## src/hw/rtl/gif_lzw_encoder_macros.svh

```systemverilog
// Assertion macros shared by the GIF LZW encoder RTL.
// Each macro expects signals named clk and rst in the including module.
`ifndef GIF_LZW_ENCODER_MACROS_SVH
`define GIF_LZW_ENCODER_MACROS_SVH

// Implication checked in the same cycle.
`define GLE_ASSERT_IMP(label, trig, expr, msg) \
  label: assert property (@(posedge clk) disable iff (rst) (trig) |-> (expr)) \
    else $error(msg);

// Implication checked in the following cycle.
`define GLE_ASSERT_NXT(label, trig, expr, msg) \
  label: assert property (@(posedge clk) disable iff (rst) (trig) |=> (expr)) \
    else $error(msg);

`endif

```

## src/hw/rtl/gle_pkg.sv

```systemverilog
// Shared types and constants of the GIF LZW encoder.
// No dependencies; used by gle_packer and gif_lzw_encoder.
`timescale 1ns / 1ps

package gle_pkg;

  // String table geometry.
  localparam int TABLE_SIZE    = 5003;
  localparam int IDX_W         = $clog2(TABLE_SIZE);
  localparam int MAX_CODE_BITS = 12;
  localparam int CODE_W        = MAX_CODE_BITS;
  localparam int CODE_SPACE    = 1 << MAX_CODE_BITS;
  localparam int HASH_SHIFT    = MAX_CODE_BITS - 8;
  localparam int PIX_W         = 8;
  localparam int KEY_W         = PIX_W + CODE_W;
  localparam int ENTRY_W       = KEY_W + CODE_W;

  // Code counters and widths.
  localparam int NFC_W      = MAX_CODE_BITS + 1;
  localparam int WIDTH_W    = 4;
  localparam int ROOT_W     = 4;
  localparam int ROOT_MIN   = 2;
  localparam int ROOT_MAX   = 8;
  localparam int ROOT_RESET = 8;

  // Bit packer and byte backlog.
  localparam int ACC_W       = 24;
  localparam int PEND_W      = 3;
  localparam int QUEUE_DEPTH = 16;
  localparam int Q_IDX_W     = $clog2(QUEUE_DEPTH);
  localparam int Q_CNT_W     = Q_IDX_W + 1;
  localparam int MAX_OUT     = 4;
  localparam int EMIT_W      = 3;

  // One input word: a palette index and the end-of-image mark.
  typedef struct packed {
    logic [PIX_W-1:0] pixel;
    logic             end_of_image;
  } pixel_word_t;

  // One output word: a code stream byte and its marks.
  typedef struct packed {
    logic [7:0] code_byte;
    logic       run_last;
    logic       stream_done;
  } byte_word_t;

  // Commands from the sequencer to the bit packer.
  typedef struct packed {
    logic               put;
    logic               flush;
    logic               arm;
    logic [CODE_W-1:0]  code;
    logic [WIDTH_W-1:0] width;
  } pk_cmd_t;

endpackage

```

## src/hw/rtl/gle_packer.sv

```systemverilog
// Bit packer, byte backlog and output register of the GIF LZW encoder.
// Depends on gle_pkg and gif_lzw_encoder_macros.svh.
`timescale 1ns / 1ps
`include "gif_lzw_encoder_macros.svh"

module gle_packer (
  input  logic                clk,
  input  logic                rst,
  input  gle_pkg::pk_cmd_t    cmd,
  output logic                drained,
  output logic                byte_valid,
  input  logic                byte_stall,
  output gle_pkg::byte_word_t byte_data
);

  logic [gle_pkg::ACC_W-1:0]   acc;
  logic [gle_pkg::PEND_W-1:0]  pending;
  logic [7:0]                  q_byte [gle_pkg::QUEUE_DEPTH];
  logic [gle_pkg::QUEUE_DEPTH-1:0] q_done;
  logic [gle_pkg::Q_IDX_W-1:0] head;
  logic [gle_pkg::Q_CNT_W-1:0] count;
  logic [gle_pkg::Q_IDX_W-1:0] last;
  logic [gle_pkg::EMIT_W-1:0]  emit_left;

  logic [gle_pkg::ACC_W-1:0]   acc_put;
  logic [gle_pkg::ACC_W-1:0]   acc_shift;
  logic [4:0]                  bits_put;
  logic [gle_pkg::Q_IDX_W-1:0] tail;
  logic [gle_pkg::Q_IDX_W-1:0] tail_inc;
  logic                        wr0;
  logic                        wr1;
  logic [7:0]                  byte0;
  logic [gle_pkg::Q_CNT_W-1:0] count_push;
  logic [gle_pkg::Q_CNT_W-1:0] count_next;
  logic [gle_pkg::Q_IDX_W-1:0] last_next;
  logic [gle_pkg::EMIT_W-1:0]  emit_min;
  logic                        load;

  // Merge the code above the pending bits and work out how many bytes complete.
  always_comb begin
    acc_put  = acc | (gle_pkg::ACC_W'(cmd.code) << pending);
    bits_put = 5'(pending) + 5'(cmd.width);
    if (bits_put >= 5'd16) begin
      acc_shift = acc_put >> 16;
    end else if (bits_put >= 5'd8) begin
      acc_shift = acc_put >> 8;
    end else begin
      acc_shift = acc_put;
    end
  end

  // Backlog writes: up to two bytes per code, one on a flush; a full backlog drops.
  always_comb begin
    tail     = head + count[gle_pkg::Q_IDX_W-1:0];
    tail_inc = tail + gle_pkg::Q_IDX_W'(1);
    wr0 = ((cmd.put && bits_put >= 5'd8) || (cmd.flush && pending != '0)) &&
          (count != gle_pkg::Q_CNT_W'(gle_pkg::QUEUE_DEPTH));
    wr1 = cmd.put && bits_put >= 5'd16 &&
          (count < gle_pkg::Q_CNT_W'(gle_pkg::QUEUE_DEPTH - 1));
    byte0      = cmd.flush ? acc[7:0] : acc_put[7:0];
    count_push = count + gle_pkg::Q_CNT_W'(wr0) + gle_pkg::Q_CNT_W'(wr1);
    if (wr1) begin
      last_next = tail_inc;
    end else if (wr0) begin
      last_next = tail;
    end else begin
      last_next = last;
    end
  end

  // Emission: at most four words per input word, taken from the backlog head.
  always_comb begin
    load       = (emit_left != '0) && (!byte_valid || !byte_stall);
    count_next = count_push - gle_pkg::Q_CNT_W'(load);
    if (count_next > gle_pkg::Q_CNT_W'(gle_pkg::MAX_OUT)) begin
      emit_min = gle_pkg::EMIT_W'(gle_pkg::MAX_OUT);
    end else begin
      emit_min = count_next[gle_pkg::EMIT_W-1:0];
    end
    drained = (emit_left == '0) ||
              (emit_left == gle_pkg::EMIT_W'(1) && load);
  end

  // Control state.
  always_ff @(posedge clk) begin
    if (rst) begin
      acc        <= '0;
      pending    <= '0;
      head       <= '0;
      count      <= '0;
      last       <= '0;
      emit_left  <= '0;
      byte_valid <= 1'b0;
    end else begin
      if (cmd.put) begin
        acc     <= acc_shift;
        pending <= bits_put[gle_pkg::PEND_W-1:0];
      end else if (cmd.flush) begin
        acc     <= '0;
        pending <= '0;
      end
      head  <= head + gle_pkg::Q_IDX_W'(load);
      count <= count_next;
      last  <= last_next;
      if (cmd.arm) begin
        emit_left <= emit_min;
      end else if (load) begin
        emit_left <= emit_left - gle_pkg::EMIT_W'(1);
      end
      if (load) begin
        byte_valid <= 1'b1;
      end else if (!byte_stall) begin
        byte_valid <= 1'b0;
      end
    end
  end

  // Backlog storage and output word.
  always_ff @(posedge clk) begin
    // The final byte of an image carries the stream end mark.
    if (wr0) begin
      q_byte[tail] <= byte0;
      q_done[tail] <= cmd.flush;
    end
    if (wr1) begin
      q_byte[tail_inc] <= acc_put[15:8];
      q_done[tail_inc] <= 1'b0;
    end
    // A flush that adds no byte marks the newest byte already waiting.
    if (cmd.flush && !wr0 && count != '0) begin
      q_done[last] <= 1'b1;
    end
    if (load) begin
      byte_data.code_byte   <= q_byte[head];
      byte_data.run_last    <= (emit_left == gle_pkg::EMIT_W'(1));
      byte_data.stream_done <= q_done[head];
    end
  end

  `GLE_ASSERT_IMP(a_count_bound, 1'b1, count <= gle_pkg::Q_CNT_W'(gle_pkg::QUEUE_DEPTH), "backlog count overflow")
  `GLE_ASSERT_IMP(a_emit_covered, emit_left != '0, count >= gle_pkg::Q_CNT_W'(emit_left), "emission beyond backlog")
  `GLE_ASSERT_IMP(a_cmd_excl, cmd.put, !cmd.flush, "code put and flush together")

endmodule

```

## config.mk

```make
export PLATFORM = sky130hd
export DESIGN_NAME = gle_packer
export DESIGN_NICKNAME = d
export VERILOG_FILES = /design/src/hw/rtl/gle_pkg.sv /design/src/hw/rtl/gle_packer.sv
export VERILOG_INCLUDE_DIRS = /design/src /design/src/hw/rtl
export SDC_FILE = /design/constraint.sdc
export NUM_CORES = 1
export LEC_CHECK = 0
export ABC_AREA = 1
export ABC_CLOCK_PERIOD_IN_PS = 4500
export BUFFER_PORTS_ARGS = -buffer_cell sky130_fd_sc_hd__buf_2
export CAP_MARGIN = 20
export CORE_ASPECT_RATIO = 1.75
export CORE_MARGIN = 2
export CORE_UTILIZATION = 35
export DETAILED_ROUTE_END_ITERATION = 12
export PLACE_DENSITY = 0.52
export SYNTH_ARGS = -nofsm -noshare
export SYNTH_HDL_FRONTEND = slang
export SYNTH_SLANG_ARGS = --single-unit
```

## constraint.sdc

```tcl
create_clock -name clk -period 4.5 [get_ports clk]
set_input_delay 0.9 -clock clk [delete_from_list [all_inputs] [get_ports clk]]
set_output_delay 0.9 -clock clk [all_outputs]
set_load 0.01 [all_outputs]
```

==> key figures, run 1 <==
STA
  • # setup viols final: 0
  • Hold Fails Final Rpt: 0
  • Max-slew violation count: 0
  • Relative slew slack: 0.312
  • Max Fclk: 266 MHz
  • RSZ-0062 raised after global routing: no
  • Final Skew: 0.0158 ns
  • Worst-Margin Slew: 1.03 ns
  • Setup TNS: 0 ns
  • Tcrit/Tclk final: 0.835
  • Tmin final: 3.76 ns

Drt
  • Routed length on met2: 18400 um
  • Antenna Nets Post-Route: 0
  • Drt drc: 0
  • 1st-pass router iterations: 5
  • Via count: 9240
  • Uppermost layer routed: met4
  • Final WL: 33200 um
  • DR WL met3: 967 um
  • Wl on met1: 12600 um
  • Initial DRC Count: 620
  • DR vias/cell: 5.16
  • Post-DR wirelength/cell: 18.6 um

Clock tree
  • CTS sink count: 193
  • Post-CTS Setup Inserts: 0
  • Cts bufs inserted: 17
  • H-tree levels: 4
  • Reg clk slew, reported paths: 0.07 ns
  • CTS Buffer Depth: 2
  • CTS tree: done
  • Hold Buf Count CTS: 0
  • Root Buffer Master: clkbuf_16
  • PostCTS Resize Cnt: 0
  • Clock latency at the later pin of the worst-skew pair: 0.46 ns

Yosys
  • Syn Nets: 1431
  • Synth Register Bits: 193
  • Syn Std Cell Area: 0.0116 mm^2
  • Synthesized instance count: 1381
  • Yosys warns: 0
  • Mean Syn Cell Area: 8.43 um^2
  • Register area share after synthesis: 0.451
  • Post-synth cell types: 47

Critical path
  • Crit path buf inv count: 3
  • Critical-path top delay cell: fa_1
  • Crit path kind: in -> reg
  • Crit path cell chain: buf_2, ha_1, inv_1, fa_1, inv_1, nand2_1, nand2_1, nand2_1, nand3_1, nand2_1, nand2_2, nand2_2, ha_1, fa_1, fa_1, nand3b_1, nand2_1, xnor2_1, and2_1, nand3b_1, a21oi_1
  • Worst Setup End Kind: register
  • RR Startpoint: pending[0]
  • Slowest cell delay on critical path: 0.43 ns
  • Critical path data arrival time: 4.14 ns
  • Crit path max-delay family: adder cells
  • CP Data Required Time: 4.88 ns
  • Crit path launch: cmd[0]
  • Cell mode on critical path: nand2_1
  • Worst setup SP type: input port
  • Crit Path Max Fanout: 3

Die
  • Die width: 142 um
  • Full die area: 0.0348 mm^2
  • Initial core utilization: 0.355
  • I/O pin cnt: 34
  • Core ar.: 0.0328 mm^2
  • Row cnt: 88
  • Die height: 245 um

Placement
  • Placer Congestion: 0.868
  • Port Buf Inserts: 33
  • HPWL Detailed: 24100 um

Global routing
  • Total GRT Usage: 0.196
  • Initial antenna violation count: 0
  • Largest net degree at the start of global routing: 64
  • Grt total ovfl: 0
  • Vias in the first global route: 8966
  • First-pass GRT wire length: 51500 um

Outcome
  • Run status: completed

Run
  • Max Cap Violations: 0

Pwr
  • LEAKAGE: 5.39 nW
  • Total power: 6.69 mW
  • Power Density: 534 mW/mm^2
  • Max VDD drop: 0.000410 V

Cells and area
  • Synthesis-to-finish area growth: 7.63%
  • Layout cells sized above 1: 0.145
  • Final nets: 1422
  • Number of inserted diodes: 0
  • Layout Utilization: 0.382
  • Fill cells: 3392

Min path
  • Hold path startpoint: acc[13]
  • Class of the worst hold path: reg -> reg
-- final timing paths --
check | endpoint | slack, ns | cells after the start
worst min-delay path | acc[13] | 0.47 | 2
worst min register to register | acc[13] | 0.47 | 2
worst max register to register | emit_left[1] | 0.92 | 20
worst max-delay path | emit_left[1] | 0.74 | 21
-- placed cells by master, fill, tap and decap left out, types with 17 or more instances in the layout --
| master | n |
|---|---|
| o21ai_1 | 57 |
| a21oi_1 | 76 |
| mux2i_1 | 32 |
| nand4_1 | 19 |
| o21ai_2 | 45 |
| o21ai_0 | 88 |
| o211ai_1 | 34 |
| dfxtp_1 | 53 |
| ha_1 | 24 |
| nor2_1 | 52 |
| buf_4 | 18 |
| edfxtp_1 | 138 |
| clkbuf_16 | 17 |
| buf_2 | 33 |
| inv_1 | 133 |
| nand2_1 | 373 |
| nand3_1 | 73 |
-- per-layer routing --
metal	GRT usage	up-vias
met4	0.0921	0
li1	-	4645
met1	0.208	4349
met5	0	-
met2	0.378	178
met3	0.0256	68
-- sequential cells by signal, indices dropped and copies added, names as in the netlist, 3 cells and up --
signal and count:
last 4, count 5, q_byte 128, head 4
emit_left 3, pending 3, q_done 16, byte_data 10
acc 19
-- synthesized netlist by cell type, drive strengths merged --
cell type / number / area [um^2]
clkbuf: 29 / 111
mux2i: 32 / 320
o31ai: 1 / 7.51
o211ai: 34 / 255
nand3: 91 / 568
buf: 52 / 383
nand4: 19 / 119
nor3: 3 / 15.0
o221ai: 2 / 17.5
o21ai: 190 / 1120
o21bai: 1 / 7.51
nand2: 395 / 1600
nand3b: 4 / 30.0
and2: 1 / 6.26
or2: 6 / 37.5
xnor2: 4 / 35.0
dfxtp: 55 / 1100
clkinv: 1 / 3.75
o22ai: 1 / 12.5
nor2: 62 / 347
a31oi: 5 / 31.3
inv: 145 / 547
edfxtp: 138 / 4140
a21oi: 79 / 414
a22oi: 1 / 7.51
fa: 4 / 80.1
ha: 24 / 300
xor2: 2 / 17.5
-- tightest hold or removal path: stages, from the launching register on --
cell     delay [ns]
dfxtp_1        0.31
nand2_1        0.06
a21oi_1        0.05
-- logic make-up after synthesis --
family / share of synthesized area
fa+ha+maj: 0.0327
simple gates: 0.234
compound gates: 0.161
mux: 0.0275
xor+xnor: 0.00452
buf+inv: 0.0898
flops: 0.451
-- through the flow --
step	cells	worst slack [ns]	instance area (um^2)	hold WS (ns)
final	1789	0.741	12500	0.466
after global routing	1789	0.469	12500	0.488
after CTS	1787	0.728	12500	0.469
after detailed placement	1756	0.240	12000	0.457
after global placement	1756	0.312	12000	0.450
after floorplan	1381	0.478	11600	0.440
-- cell type report --
class                   count  area (um^2)  area share
well taps                 405          507      0.0405
inverters                 146          551      0.0440
clock inverters            14          115     0.00919
multi-input cells         961         5350       0.427
flip-flops and latches    193         5250       0.419
repair buffers             53          327      0.0261
clock buffers              17          425      0.0340
-- report_power, final --
| group | internal (mW) | switching, mW | leakage, nW | total (mW) |
|---|---|---|---|---|
| Combinational | 0.853 | 1.91 | 3.40 | 2.77 |
| Sequential | 2.29 | 0.168 | 1.72 | 2.45 |
| Clock | 0.758 | 0.710 | 0.271 | 1.47 |
| Total | 3.90 | 2.79 | 5.39 | 6.69 |
Note: power is estimated with default switching activity, not from simulation.
==> run 2: changes to the inputs <==
--- a/config.mk
+++ b/config.mk
@@ -7,7 +7,7 @@
 export NUM_CORES = 1
 export LEC_CHECK = 0
 export ABC_AREA = 1
-export ABC_CLOCK_PERIOD_IN_PS = 4500
+export ABC_CLOCK_PERIOD_IN_PS = 3700
 export BUFFER_PORTS_ARGS = -buffer_cell sky130_fd_sc_hd__buf_2
 export CAP_MARGIN = 20
 export CORE_ASPECT_RATIO = 1.75
==> constraint.sdc (replaced) <==
create_clock -name clk -period 3.7 [get_ports clk]
set_input_delay 0.74 -clock clk [delete_from_list [all_inputs] [get_ports clk]]
set_output_delay 0.74 -clock clk [all_outputs]
set_load 0.01 [all_outputs]
==> run 2 against run 1 <==
Highest routed layer unchanged. Cell count is 1.2% higher. Clock skew is 0.0022 ns lower. Power is 23% higher. First-iteration DRC count is 12% lower. Die area stayed put. Largest cell class unchanged.
==> key figures, run 2 (same netlist as run 1, synthesis figures left out) <==
Outcome
  • Run status: completed

Clock tree
  • Cts bufs inserted: 17 (unchanged)
  • Post-CTS Setup Inserts: 0 (unchanged)
  • CTS sink count: 193 (unchanged)
  • CTS tree: done
  • Clock latency at the later pin of the worst-skew pair: 0.46 ns (about the same)
  • H-tree levels: 4 (unchanged)
  • Reg clk slew, reported paths: 0.07 ns (about the same)
  • CTS Buffer Depth: 2 (unchanged)
  • Root Buffer Master: clkbuf_16
  • PostCTS Resize Cnt: 0 (unchanged)
  • Hold Buf Count CTS: 0 (unchanged)

Pwr
  • LEAKAGE: 5.49 nW (+1.8%)
  • Clk pwr share: 0.223 (+0.004)
  • Internal: 4.85 mW (+24%)
  • Part of the power in combinational logic: 0.424 (+0.010)
  • NetSw: 3.41 mW (+22%)
  • Switch share: 0.413 (-0.00472)
  • Power Density: 650 mW/mm^2 (+22%)
  • Seq pwr share: 0.353 (-0.014)
  • Max VDD drop: 0.000493 V (+20%)
  • Total power: 8.26 mW (+23%)

Drt
  • DR vias/cell: 5.08 (-1.7%)
  • Drt drc: 0 (unchanged)
  • 1st-pass router iterations: 5 (unchanged)
  • Via count: 9199 (-0.44%)
  • Post-DR wirelength/cell: 17.9 um (-3.8%)
  • Antenna Nets Post-Route: 0 (unchanged)
  • Initial DRC Count: 546 (-12%)
  • Final WL: 32400 um (-2.6%)

Cells and area
  • Biggest regs: q_byte: 128 flops, acc: 19 flops, q_done: 16 flops
  • Most flop-heavy register: q_byte
  • Fill cells: 3385 (-0.21%)
  • Most frequent cells in the layout: 373 x nand2_1, 138 x edfxtp_1, 133 x inv_1, 88 x o21ai_0, 76 x a21oi_1
  • Final nets: 1443 (+1.5%)
  • Largest register FFs: 128 (unchanged)
  • Design area: 0.0127 mm^2 (+1.5%)
  • Layout cells sized above 1: 0.159 (+0.0148)
  • Most common cell after layout, fill and taps aside: nand2_1
  • Synthesis-to-finish area growth: 9.27%
  • Number of inserted diodes: 0 (unchanged)

Global routing
  • First-pass GRT wire length: 50700 um (-1.5%)
  • Initial antenna violation count: 0 (unchanged)
  • Grt total ovfl: 0 (unchanged)
  • Total GRT Usage: 0.194 (-0.00226)
  • Largest net degree at the start of global routing: 60 (-6.3%)
  • Vias in the first global route: 9077 (+1.2%)

Placement
  • Port Buf Inserts: 33 (unchanged)
  • HPWL Detailed: 23500 um (-2.2%)
  • Placer Congestion: 0.848 (-2.3%)
  • DP Area: 0.0121 mm^2 (+1.5%)

Critical path
  • Worst setup SP type: input port
  • Crit path launch: cmd[0]
  • Setup slack, reg-to-reg: 0.34 ns (-0.58 ns)
  • Critical Path End: emit_left[1]
  • CP Data Required Time: 4.09 ns (-0.79 ns)
  • RR Startpoint: pending[0]
  • Reg2reg end: emit_left[1]
  • Crit path kind: in -> reg
  • Crit Path Max Fanout: 3 (unchanged)
  • Critical path data arrival time: 3.76 ns (-0.38 ns)
  • Reg2reg path depth: 20 (unchanged)
  • Worst Setup End Kind: register

STA
  • Tcrit/Tclk final: 0.912
  • Final Skew: 0.0136 ns (-0.00222 ns)
  • Tmin final: 3.37 ns
  • Worst-Margin Slew: 0.969 ns (-0.0607 ns)
  • Max Fclk: 296 MHz
  • Relative slew slack: 0.353 (+0.0406)
  • Max-slew violation count: 0 (unchanged)
  • RSZ-0062 raised after global routing: no
  • Hold Fails Final Rpt: 0 (unchanged)
  • # setup viols final: 0 (unchanged)

Die
  • Row cnt: 88 (unchanged)
  • Core ar.: 0.0328 mm^2 (unchanged)
  • Full die area: 0.0348 mm^2 (unchanged)
  • Initial core utilization: 0.355 (unchanged)
  • I/O pin cnt: 34 (unchanged)
  • Die width: 142 um (unchanged)
  • Die height: 245 um (unchanged)

Min path
  • Class of the worst hold path: reg -> reg

Run
  • Max Cap Violations: 0 (unchanged)
run 2: cell types whose count changed in the layout (fill, tap and decap cells not counted), sizes merged:
cell,change
inv,+3
buf,+21
clkinvlp,+3
clkinv,-5
run 2: critical path, cell delays in order:
cell      delay [ns]
buf_2           0.08
ha_1            0.16
inv_1           0.06
fa_1            0.38
inv_1           0.07
nand2_1         0.06
nand2_1         0.06
nand2_1         0.07
nand3_2         0.07
nand2_1         0.06
nand2_2         0.08
nand2_2         0.05
ha_1            0.29
fa_2            0.38
fa_2            0.35
nand3b_1        0.16
nand2_1         0.08
xnor2_1         0.15
and2_1          0.18
nand3b_1        0.08
a21oi_1         0.13
run 2: area by class of cell:
| cell class | instances | area (um^2) | share of cell area |
|---|---|---|---|
| multi-input cells | 961 | 5360 | 0.421 |
| inverters | 146 | 551 | 0.0433 |
| clock buffers | 17 | 425 | 0.0335 |
| repair buffers | 74 | 473 | 0.0372 |
| clock inverters | 15 | 153 | 0.0120 |
| flip-flops and latches | 193 | 5250 | 0.413 |
| well taps | 405 | 507 | 0.0399 |
run 2: worst min-delay path by stage:
stage               cells after the start  slack [ns]      end  startpoint
floorplan                               2        0.44  acc[12]     acc[12]
global placement                        2        0.45  acc[12]     acc[12]
detailed placement                      2        0.46  acc[12]     acc[12]
CTS                                     2        0.47  acc[14]     acc[14]
global route                            2        0.49  acc[12]     acc[12]
finish                                  2        0.47  acc[12]     acc[12]
run 2: power by group through the flow:
stage / clock [mW] / sequential, mW / combinational (mW)
4_1_cts: 1.88 / 2.92 / 3.55
5_1_grt: 1.95 / 2.95 / 3.94
3_5_place_dp: 0 / 2.96 / 3.53
6_report: 1.84 / 2.91 / 3.50
2_1_floorplan: 0 / 2.96 / 2.44
3_3_place_gp: 0 / 2.96 / 3.50
run 2: through the flow:
step           worst slack (ns)   util  cells  setup TNS (ns)  hold slack [ns]
2_1_floorplan          0.000555      -   1381               0            0.440
3_3_place_gp             -0.135  0.370   1779          -0.323            0.452
3_5_place_dp             -0.159  0.370   1779          -0.374            0.461
4_1_cts                   0.294  0.388   1811               0            0.472
5_1_grt                  0.0598  0.388   1811               0            0.491
6_report                  0.325  0.388   1811               0            0.470
run 2: per-layer routing:
metal  part of all wire  GRT usage  routed length (um)  vias up
met5                  0          0                   0        -
met4              0.041     0.0935                1310        0
met3              0.027     0.0232                 874       73
met2               0.55      0.370               17900      194
met1               0.38      0.209               12300     4253
li1                   -          -                   -     4679
==> run 3: changes to the inputs <==
--- a/config.mk
+++ b/config.mk
@@ -10,7 +10,6 @@
 export ABC_CLOCK_PERIOD_IN_PS = 3700
 export BUFFER_PORTS_ARGS = -buffer_cell sky130_fd_sc_hd__buf_2
 export CAP_MARGIN = 20
-export CORE_ASPECT_RATIO = 1.75
 export CORE_MARGIN = 2
 export CORE_UTILIZATION = 35
 export DETAILED_ROUTE_END_ITERATION = 12
==> run 3 against run 2 <==
Worst hold slack got worse by 0.00059 ns. Worst setup slack lost 0.016 ns. Sequential share of layout area decreased by 0.27 points. Critical path type unchanged. Critical endpoint unchanged. Highest routed layer unchanged.
==> key figures, run 3 (same netlist as run 1, synthesis figures left out) <==
Die
  • Die height: 186 um (-24%)
  • Row cnt: 66 (-25%)
  • I/O pin cnt: 34 (unchanged)
  • Full die area: 0.0347 mm^2 (-0.16%)
  • Die width: 186 um (+31%)
  • Initial core utilization: 0.357 (+0.00209)
  • Core ar.: 0.0326 mm^2 (-0.59%)

STA
  • Setup TNS: 0 ns (unchanged)
  • Tcrit/Tclk final: 0.916 (+0.00427)
  • RSZ-0062 raised after global routing: no
  • Worst-Margin Slew: 0.974 ns (+0.00547 ns)
  • Tmin final: 3.39 ns (+0.0158 ns)
  • Final Skew: 0.0214 ns (+0.00781 ns)
  • Max Fclk: 295 MHz (-0.47%)
  • Relative slew slack: 0.351 (-0.00208)
  • Max-slew violation count: 0 (unchanged)
  • Hold Fails Final Rpt: 0 (unchanged)
  • # setup viols final: 0 (unchanged)
  • Fin worst setup slack: 0.309 ns (-0.0158 ns)

Global routing
  • Largest net degree at the start of global routing: 72 (+20%)
  • Initial antenna violation count: 0 (unchanged)
  • Total GRT Usage: 0.182 (-0.0117)
  • Vias in the first global route: 8668 (-4.5%)
  • Grt total ovfl: 0 (unchanged)
  • First-pass GRT wire length: 49600 um (-2.3%)

Min path
  • Hold EP: acc[9]
  • Class of the worst hold path: reg -> reg
  • Hold path startpoint: acc[9]
  • Worst Hold Path Cells: 2 (unchanged)

Cells and area
  • Most flop-heavy register: q_byte
  • Synthesis-to-finish area growth: 9.99%
  • Most frequent cells in the layout: 373 x nand2_1, 138 x edfxtp_1, 133 x inv_1, 88 x o21ai_0, 76 x a21oi_1
  • Layout Utilization: 0.392 (+0.00486)
  • Biggest regs: q_byte: 128 flops, acc: 19 flops, q_done: 16 flops
  • Largest register FFs: 128 (unchanged)
  • Fill cells: 3310 (-2.2%)
  • Layout cells sized above 1: 0.162 (+0.00238)
  • Number of inserted diodes: 0 (unchanged)
  • Most common cell after layout, fill and taps aside: nand2_1
  • Final nets: 1447 (+0.28%)

Critical path
  • RR Startpoint: pending[0]
  • Setup slack, reg-to-reg: 0.34 ns (about the same)
  • Crit path launch: cmd[0]
  • Worst setup SP type: input port
  • Critical path data arrival time: 3.76 ns (about the same)
  • Reg2reg path depth: 20 (unchanged)
  • Crit Path Max Fanout: 3 (unchanged)
  • Worst Setup End Kind: register
  • Crit path kind: in -> reg
  • Reg2reg end: emit_left[1]
  • CP Data Required Time: 4.07 ns (-0.02 ns)

Clock tree
  • PostCTS Resize Cnt: 0 (unchanged)
  • CTS sink count: 193 (unchanged)
  • Cts bufs inserted: 17 (unchanged)
  • Post-CTS Setup Inserts: 0 (unchanged)
  • Root Buffer Master: clkbuf_16
  • H-tree levels: 4 (unchanged)
  • Reg clk slew, reported paths: 0.08 ns (about the same)
  • Clock latency at the later pin of the worst-skew pair: 0.45 ns (about the same)
  • CTS tree: done
  • CTS Buffer Depth: 2 (unchanged)
  • Hold Buf Count CTS: 0 (unchanged)

Drt
  • Final WL: 31200 um (-3.5%)
  • Initial DRC Count: 701 (+28%)
  • Via count: 9262 (+0.68%)
  • 1st-pass router iterations: 6 (+1)
  • Antenna Nets Post-Route: 0 (unchanged)
  • DR vias/cell: 5.00 (-1.5%)
  • Drt drc: 0 (unchanged)
  • Post-DR wirelength/cell: 16.9 um (-5.7%)

Pwr
  • LEAKAGE: 5.52 nW (+0.55%)
  • Total power: 8.19 mW (-0.88%)
  • Max VDD drop: 0.000505 V (+2.4%)
  • Power Density: 640 mW/mm^2 (-1.5%)

Placement
  • Placer Congestion: 0.833 (-1.8%)
  • Port Buf Inserts: 33 (unchanged)
  • Dpl ws: -0.163 ns (-0.00468 ns)
  • HPWL Detailed: 21900 um (-7.0%)

Outcome
  • Run status: completed

Run
  • Max Cap Violations: 0 (unchanged)
-- run 3: cell count changes in the layout (fill, tap and decap cells not counted) --
cell,change
buf_4,+4
clkinv_4,-2
clkinv_8,+4
clkinvlp_4,-3
inv_6,+4
bufinv_16,-1
inv_8,-2
-- run 3: layer usage --
layer / track usage / vias up / routed length (um)
li1: - / 4692 / -
met1: 0.258 / 4343 / 14900
met2: 0.297 / 207 / 14700
met3: 0.0233 / 20 / 1300
met4: 0.0425 / 0 / 341
met5: 0 / - / 0
-- run 3: how the worst max path moves through the flow --
stage	endpoint	cells after the start
floorplan	emit_left[1]	20
global placement	emit_left[0]	21
detailed placement	emit_left[1]	21
CTS	emit_left[1]	21
global route	emit_left[1]	21
finish	emit_left[1]	21
-- run 3: final cells by class --
class,instances,area (um^2),share of cell area
Clock buffer,17,425,0.0332
Clock inverter,15,160,0.0125
Inverter,146,551,0.0430
Multi-Input combinational cell,961,5360,0.419
Sequential cell,193,5250,0.410
Tap cell,442,553,0.0432
Timing Repair Buffer,78,503,0.0393
-- run 3: where the power goes --
group / switching (mW) / leakage (nW) / internal, mW
Sequential: 0.130 / 1.72 / 2.78
Combinational: 2.30 / 3.52 / 1.11
Clock: 0.956 / 0.282 / 0.906
-- run 3: worst max-delay path, stage by stage --
cell,delay [ns]
buf_2,0.08
ha_1,0.17
inv_1,0.06
fa_1,0.38
inv_1,0.06
nand2_1,0.06
nand2_1,0.06
nand2_1,0.07
nand3_2,0.07
nand2_1,0.06
nand2_2,0.07
nand2_2,0.06
ha_1,0.29
fa_2,0.38
fa_2,0.35
nand3b_1,0.17
nand2_1,0.09
xnor2_1,0.16
and2_1,0.18
nand3b_1,0.08
a21oi_1,0.12
-- run 3: metrics by stage --
step / hold slack, ns / cell area (um^2) / instances
after global placement: 0.453 / 12200 / 1820
final: 0.470 / 12800 / 1852
after detailed placement: 0.459 / 12200 / 1820
after floorplan: 0.440 / 11600 / 1381
after global routing: 0.483 / 12800 / 1852
after CTS: 0.471 / 12800 / 1852
